[config.mk]
export PLATFORM = sky130hd
export DESIGN_NAME = scm_mac
export DESIGN_NICKNAME = d
export VERILOG_FILES = /design/src/sv/scm_pkg.sv /design/src/sv/scm_mac.sv
export SDC_FILE = /design/constraint.sdc
export NUM_CORES = 1
export LEC_CHECK = 0
export BUFFER_PORTS_ARGS = -buffer_cell sky130_fd_sc_hd__buf_4
export CORE_MARGIN = 2
export CORE_UTILIZATION = 45
export DETAILED_ROUTE_END_ITERATION = 12
export GPL_TIMING_DRIVEN = 1
export PLACE_DENSITY = 0.72
export REMOVE_ABC_BUFFERS = 1
export SLEW_MARGIN = 20
export SYNTH_ARGS = -nofsm -noshare
export SYNTH_HDL_FRONTEND = slang
export SYNTH_SLANG_ARGS = --single-unit
[constraint.sdc]
create_clock -name clock -period 13.2 [get_ports clock]
set_clock_uncertainty 0.15 [all_clocks]
set_input_delay 0.66 -clock clock [delete_from_list [all_inputs] [get_ports clock]]
set_output_delay 0.66 -clock clock [all_outputs]
set_load 0.03 [all_outputs]
[src/sv/scm_pkg.sv]
// Shared types and constants for the square matrix multiply block.
// Holds operation codes, controller states, field widths and the MAC control word.
// No dependencies.
`timescale 1ns / 1ps

package scm_pkg;

   localparam int OP_W    = 2;
   localparam int IDX_W   = 6;
   localparam int VALUE_W = 16;
   localparam int ACC_W   = 32;
   localparam int SIZE_W  = 7;
   localparam int REQ_W   = 32;
   localparam int RSP_W   = 48;

   typedef enum logic [OP_W-1:0] {
      OP_LOAD_A  = 2'd0,
      OP_LOAD_B  = 2'd1,
      OP_COMPUTE = 2'd2
   } op_type;

   typedef enum logic [3:0] {
      ST_IDLE  = 4'b0001,
      ST_RUN   = 4'b0010,
      ST_DRAIN = 4'b0100,
      ST_EMIT  = 4'b1000
   } state_type;

   // Control that travels alongside the memory read data into the MAC
   typedef struct packed {
      logic clear;     // zero the accumulator for a new entry
      logic rd_valid;  // read data of both memories is valid this cycle
      logic last;      // this read pair holds the final term
   } mac_ctl_type;

endpackage

[src/sv/scm_mac.sv]
// Multiply-accumulate datapath: registered 16x16 signed product, then 32-bit
// wrapping accumulate. Depends on scm_pkg for widths and the control struct.
`timescale 1ns / 1ps

module scm_mac (
   input  logic                               clock,
   input  logic                               reset,
   input  scm_pkg::mac_ctl_type               ctl,
   input  logic signed [scm_pkg::VALUE_W-1:0] rd_a,
   input  logic signed [scm_pkg::VALUE_W-1:0] rd_b,
   output logic        [scm_pkg::ACC_W-1:0]   acc,
   output logic                               done
);
   import scm_pkg::*;

   logic signed [ACC_W-1:0] prod_in;
   logic signed [ACC_W-1:0] prod_ff;
   logic                    prod_valid_ff;
   logic                    prod_last_ff;
   logic [ACC_W-1:0]        acc_in;
   logic [ACC_W-1:0]        acc_ff;
   logic                    done_ff;

   assign prod_in = rd_a * rd_b;

   always_comb begin
      acc_in = acc_ff;
      if (ctl.clear) begin
         acc_in = '0;
      end else if (prod_valid_ff) begin
         acc_in = acc_ff + prod_ff;
      end
   end

   always_ff @(posedge clock) begin
      if (reset) begin
         prod_valid_ff <= 1'b0;
         prod_last_ff  <= 1'b0;
         done_ff       <= 1'b0;
      end else begin
         prod_valid_ff <= ctl.rd_valid;
         prod_last_ff  <= ctl.rd_valid & ctl.last;
         done_ff       <= prod_valid_ff & prod_last_ff;
      end
   end

   always_ff @(posedge clock) begin
      prod_ff <= prod_in;
      acc_ff  <= acc_in;
   end

   assign acc  = acc_ff;
   assign done = done_ff;

endmodule

Yosys cells after proc, flatten, opt, wreduce, memory -nomap -nowiden
Index checks and enable logic that the tools add are counted.
{ "totals": {"register_bits": 67, "in_bits": 37, "out_inout_bits": 33, "elab_cells": 9} }
{ "classes": {"n_addsub": 1, "mul": 1, "n_bitwise": 2} }
{ "ops": {"columns": ["cell", "count"], "rows": [
  ["$add 32x32->32", 1],
  ["$mul 16x16->32", 1],
  ["$and 1x1->1", 2]
]} }

Logic depth before layout (Yosys ltp)
Gate-level depths: netlist of the first run.
{ "depth": {"ltp_word": 1, "mapped_depth": 25, "ltp_nobuf": 23} }

Worst setup path after synthesis of the first run
Ideal clock, no wire load.
{ "synth_timing": {"path_kind": "input to register", "startpoint": "input rd_a[15] (netlist bit)", "endpoint": "register prod_ff[31]", "setup_time_ns": 0.072, "arrival_time_ns": 6.243, "required_time_ns": 12.978, "setup_slack_ns": 6.735, "cell_stages": 20, "path_buffers": 1, "cell_sequence": "clkbuf_1 nand2_1 fa_1 inv_1 fa_1 fa_1 fa_1 fa_1 inv_1 fa_1 inv_1 ha_1 o21ai_1 a21oi_1 o21a_1 o21a_1 a311o_1 a221o_1 a21oi_1 xnor2_1"} }
{ "synth_between": {"elab_chain_len": 1} }
{ "synth_rtl": {"columns": ["item", "line", "text"], "rows": [
  ["start, declared", "scm_mac.sv:9", "input logic signed [scm_pkg::VALUE_W-1:0] rd_a,"],
  ["$mul 16x16->32", "scm_mac.sv:24", "assign prod_in = rd_a * rd_b;"],
  ["via prod_in[31]", "scm_mac.sv:16", "logic signed [ACC_W-1:0] prod_in;"],
  ["end signal, assigned", "scm_mac.sv:48", "prod_ff <= prod_in;"],
  ["end, declared", "scm_mac.sv:17", "logic signed [ACC_W-1:0] prod_ff;"]
]} }
The timed path passes the listed nets, and every way through them passes these cells.
A chain may end at the register's enable or synchronous reset.

Worst setup path in the final report of the first run
Same ends and word-level chain as after synthesis.

==> results of run 1 <==
routing by layer:
layer	GRT usage [%]	wire length, microns
met1	29.07	14430
met2	36.79	15310
met3	2.763	1727
met4	3.518	257
met5	0	0
critical path: stages:
cell and delay (ns):
buf_4 0.19, and2_1 0.20, inv_1 0.07, fa_1 0.57, inv_1 0.08, fa_1 0.84
fa_1 0.53, fa_1 0.50, fa_1 0.50, inv_1 0.05, fa_1 0.47, inv_1 0.04
ha_1 0.34, o21ai_1 0.20, a21oi_1 0.12, o21a_1 0.17, o21a_1 0.16, a311o_1 0.37
a221o_1 0.30, a21oi_1 0.18, xnor2_1 0.07
state kept, by name, indices dropped and copies added (netlist names):
| signal | count |
|---|---|
| acc | 32 |
| prod_valid_ff | 1 |
| prod_last_ff | 1 |
| done | 1 |
| prod_ff | 32 |
stage by stage:
step                util [%]  instances  setup WS (ns)
global placement       48.50       1914          6.469
CTS                    49.49       1930          6.652
floorplan                  -       1454          6.972
global route           49.49       1930          6.390
detailed placement     48.50       1914          6.293
finish                 49.49       1930          6.651
kinds of logic after synthesis:
group | after synthesis | synth area share [%]
muxes | 16 | 1.202
and+or+nand+nor | 423 | 15.68
DFF | 67 | 9.909
adders and majority gates | 376 | 49.34
AOI/OAI and AO/OA | 193 | 10.10
xor gates and xnor gates | 53 | 3.429
buffers and inverters | 373 | 10.34
cells in the final DEF, fill, tap and decap left out, types with 3 or more instances in the layout:
master	instances
inv_1	326
fa_1	263
nand2_1	160
and2_1	124
ha_1	113
buf_4	70
dfxtp_1	67
nor2_1	59
a21oi_1	53
xnor2_1	37
a21o_1	28
o21ai_0	23
xor2_1	16
mux2i_1	14
nand2b_1	13
nor3_1	12
nand3_1	11
o21a_1	10
clkbuf_16	9
a211oi_1	8
o211ai_1	8
and3_1	7
nand3b_1	7
a31oi_1	6
nor2b_1	6
o21bai_1	6
o21ai_1	5
nand4_1	5
a211o_1	4
o2111ai_1	4
nor4_1	4
a221o_1	4
o221ai_1	3
o22ai_1	3
clkinvlp_4	3
cell type report:
cell class,count,area (sq um)
Clock inverter,6,66.31
Sequential cell,67,1341
Tap cell,390,488.0
Clock buffer,10,229.0
Timing Repair Buffer,70,525.5
Multi-Input combinational cell,1061,10800
Inverter,326,1224
Fill cell,2786,14970
final timing paths:
check                           from  cells past startpoint  slack [ns]                   end
max                         rd_a[15]                     21        6.65   prod_ff[31]$_DFF_P_
min          prod_last_ff$_SDFF_PP0_                      2        0.27       done$_SDFF_PP0_
max reg2reg     acc[11]$_SDFFE_PP0P_                      9       10.08  acc[31]$_SDFFE_PP0P_
min reg2reg  prod_last_ff$_SDFF_PP0_                      2        0.27       done$_SDFF_PP0_
==> results.yml, run 1 <==
global_route:
  global_route.overflow_total: 0
  grt_pass1_wl_microns: 53980
  number_of_global_route_vias_before_repair: 10790
  grt_start_max_net_pins: 39
  number_of_antenna_violations_at_the_first_check_in_global_routing: 0
  grtUsageTotal_pct: 21.31
finish:
  area_of_all_placed_cells_without_fillers_sq_mm: 0.01467
  layout-area-overhead-vs-synth_pct: 8.365
  layout-drive-gt1-share_pct: 6.818
  final_nets: 1948
  diodes: 0
die:
  pin_count: 70
  initial_cell_density_of_the_core_pct: 45.67
  die_height_microns: 177.4
  coreArea_sq_mm: 0.02964
  fp-row-count: 63
  die-area_sq_mm: 0.03149
  die_x_microns: 177.4
clocking:
  clockBufferDepth: 2
  post_cts_buffers: 0
  tritoncts.num_buffers: 9
  cts_tree: "built"
  post_cts_hold_buffer_count: 0
  cts_resized: 0
  clk_pin_slew_ns: 0.06
  ctsRootBufferMaster: "clkbuf_16"
  h-tree-depth: 3
  clkLatencyLatePin_ns: 0.34
  clock_sinks: 67
sta:
  fmax_mhz: 152.7
  worst-slew-pin-transition_ns: 0.6394
  grt_setup_unrepaired: "false"
  min_period_ns: 6.549
  maxSlewHeadroom_pct: 57.33
  setup_violations: 0
  worst_hold_slack_ns: 0.2695
  totalNegativeSetupSlack_ns: 0
  post-route-period-util_pct: 49.61
  report.final.hold_viol_count: 0
  slew_viol_final: 0
logic_synthesis:
  postSynthRegisterBits: 67
  yosys_most_used_dff: "dfxtp_1"
  synth.top_cell.area_share_pct: 38.89
  synth_enable_flop_cells: 0
  post-synth-top-area-cell: "fa_1"
  sequential_share_of_the_synthesized_area_pct: 9.908
  synth_common_cells: "inv_1 (326), fa_1 (263), nand2_1 (160)"
  netlist-cell-type-count: 68
  synth.top_cells.by_area: "fa_1 (39%), ha_1 (10%), dfxtp_1 (9.9%)"
  syn-instance-count: 1501
  yosys_synthesis_warning_count: 0
  synthesis.area_per_instance_sq_um: 9.018
  fraction_of_registers_with_async_set_or_reset_after_synthesis_pct: 0
  synth_most_common_cell: "inv_1"
  mappedNetlistArea_sq_mm: 0.01354
setup_path:
  worst_setup_path_end_kind: "flop"
  critical_path.max_fanout: 16
  timing.critical_path.arrival_ns: 6.62
  timing.critical_path.from_type: "primary input"
  category_of_the_most_critical_setup_path: "in2reg"
  required_ns: 13.27
route:
  drt_first_pass_iters: 5
  drt-initial-drc-count: 574
  via_count: 10010
  post-route-drc-count: 0
  ant_nets: 0
  totalWireLength_microns: 31730
  wl_per_cell_microns: 16.44
  routed_via_density: 5.188
placed_design:
  portBuffers: 69
  dp.final_hpwl_microns: 26120
  place_area_sq_mm: 0.01437
  finalWeightedCongestion: 0.9062
job:
  cap_violations: 0
worst_hold_path:
  holdCritPathClass: "reg2reg"
outcome:
  result_of_the_run: "completed"
Power of run 1 is left out: the tool's default activity adds up to more than one toggle a clock period on the data nets, which glitch-free logic cannot reach.
==> run 2, diff against run 1 <==
--- a/config.mk
+++ b/config.mk
@@ -10,7 +10,7 @@
 export CORE_UTILIZATION = 45
 export DETAILED_ROUTE_END_ITERATION = 12
 export GPL_TIMING_DRIVEN = 1
-export PLACE_DENSITY = 0.72
+export PLACE_DENSITY = 0.74
 export REMOVE_ABC_BUFFERS = 1
 export SLEW_MARGIN = 20
 export SYNTH_ARGS = -nofsm -noshare
==> constraint.sdc (replaced) <==
create_clock -name clock -period 5.6 [get_ports clock]
set_clock_uncertainty 0.15 [all_clocks]
set_input_delay 0.28 -clock clock [delete_from_list [all_inputs] [get_ports clock]]
set_output_delay 0.28 -clock clock [all_outputs]
set_load 0.03 [all_outputs]
==> run 2 against run 1 <==
  * Flip-flop and latch count unchanged
  * Setup slack worse by 6.6 ns
  * Sequential share of layout area is 0.92 points lower
  * Hold slack worse by 0.22 ns
  * Die area is the same
  * Critical path depth shrank 3
  * Non-clock buffer count increased by 145
  * Utilization increased by 5.5 points
  * Critical endpoint unchanged
  * Cell area up 11%
==> results.yml, run 2 (same netlist as run 1, synthesis figures left out) <==
clocking:
  clk_pin_slew_ns: 0.06
  cts_tree: "built"
  clockBufferDepth: 2
  h-tree-depth: 3
  ctsRootBufferMaster: "clkbuf_16"
  clock_sinks: 67
  clkLatencyLatePin_ns: 0.33
  tritoncts.num_buffers: 9
placed_design:
  dp_slack_ns: -0.4223
  finalWeightedCongestion: 0.9917
  place_area_sq_mm: 0.01548
  dp.final_hpwl_microns: 27530
  dp.cells: 2051
  portBuffers: 69
sta:
  fmax_mhz: 179.1
  report.final.hold_viol_count: 0
  grt_setup_unrepaired: "true"
  maxSlewHeadroom_pct: 58.51
  worst_hold_slack_ns: 0.05217
  min_period_ns: 5.584
  post-route-period-util_pct: 99.71
  worst-slew-pin-transition_ns: 0.6216
  final.setup.worst_slack_ns: 0.01638
  slew_viol_final: 0
  setup_violations: 0
die:
  die_height_microns: 177.4
  initial_cell_density_of_the_core_pct: 45.67
  fp-row-count: 63
  pin_count: 70
  coreArea_sq_mm: 0.02964
  die-area_sq_mm: 0.03149
  die_x_microns: 177.4
outcome:
  result_of_the_run: "completed"
worst_hold_path:
  holdCritStartpoint: "ctl[1]"
  holdCritPathClass: "in2reg"
global_route:
  grtUsageTotal_pct: 21.31
  global_route.overflow_total: 0
  grt_start_max_net_pins: 39
  number_of_global_route_vias_before_repair: 11650
  grt_pass1_wl_microns: 54570
  number_of_antenna_violations_at_the_first_check_in_global_routing: 0
route:
  wl_per_cell_microns: 15.57
  drt-initial-drc-count: 630
  routed_via_density: 5.139
  totalWireLength_microns: 32300
  post-route-drc-count: 0
  drt_first_pass_iters: 5
  via_count: 10660
  ant_nets: 0
setup_path:
  crit_start: "rd_a[6]"
  required_ns: 5.67
  timing.critical_path.arrival_ns: 5.65
  rr_startpoint: "acc[0]$_SDFFE_PP0P_"
  critical_path.max_fanout: 11
  timing.critical_path.from_type: "primary input"
  category_of_the_most_critical_setup_path: "in2reg"
  worst_setup_path_end_kind: "flop"
finish:
  layout-drive-gt1-share_pct: 18.53
  final_nets: 2093
  area_of_all_placed_cells_without_fillers_sq_mm: 0.01630
  final-instance-count-excl-fill: 2074
  final_cell_mix: "inv_1 (320), fa_1 (251), buf_4 (184)"
  layout.cells.most_common: "inv_1"
  diodes: 0
  layout-area-overhead-vs-synth_pct: 20.44
job:
  cap_violations: 0
-- run 2: changes by cell type in the layout (fill, tap and decap cells not counted), moves of 12 or more --
cell / delta
and2_1: -14
and2_4: +14
buf_4: +114
buf_6: +21
fa_1: -12
fa_2: +12
-- run 2: cell type report --
class	instances	area (sq um)
clock buffer	9	225.2
clock inverter	6	115.1
multi-input combinational	1061	11120
tap	390	488.0
timing repair buffer	215	1793
sequential	67	1341
fill	2596	13340
inverter	326	1224
-- run 2: routing by layer --
metal,wire length [microns],vias up,GRT usage [%]
met2,16180,303,38.05
met3,1689,45,2.806
met1,13940,5298,27.51
li1,-,5013,-
met4,484,0,4.645
met5,0,-,0
-- run 2: through the flow --
| stage | TNS, ns | util (%) |
|---|---|---|
| final | 0 | 55.01 |
| after global routing | -0.5231 | 55.01 |
| after CTS | -0.0009863 | 53.55 |
| after detailed placement | -3.000 | 52.22 |
| after global placement | -2.439 | 52.22 |
| after floorplan | -0.2476 | - |
-- run 2: worst max-delay path, stage by stage --
cell and delay (ns):
buf_12 0.12, and2_4 0.16, fa_1 0.54, inv_2 0.04, fa_2 0.58, fa_1 0.44, fa_1 0.52, inv_2 0.05
fa_1 0.57, fa_1 0.44, ha_1 0.32, a211o_1 0.36, nand3_2 0.12, o2111ai_4 0.15, a311o_1 0.42, a221o_1 0.35
a21oi_2 0.13, xnor2_1 0.08
-- run 2: what timing repair did --
action,4_1_cts,5_1_grt
hold buffers,2,0
hold endpoints to repair,3,0
endpoints found under the setup margin,3,9
buffers inserted,0,6
pin swaps,4,61
resized for setup,7,90
-- run 2: worst paths after layout --
kind | end | cells after the start | slack (ns)
worst max-delay path | prod_ff[31]$_DFF_P_ | 18 | 0.02
worst min-delay path | prod_valid_ff$_SDFF_PP0_ | 2 | 0.05
worst max register to register | acc[30]$_SDFFE_PP0P_ | 11 | 2.62
worst min register to register | done$_SDFF_PP0_ | 2 | 0.27
Power of run 2 is left out for the same reason.
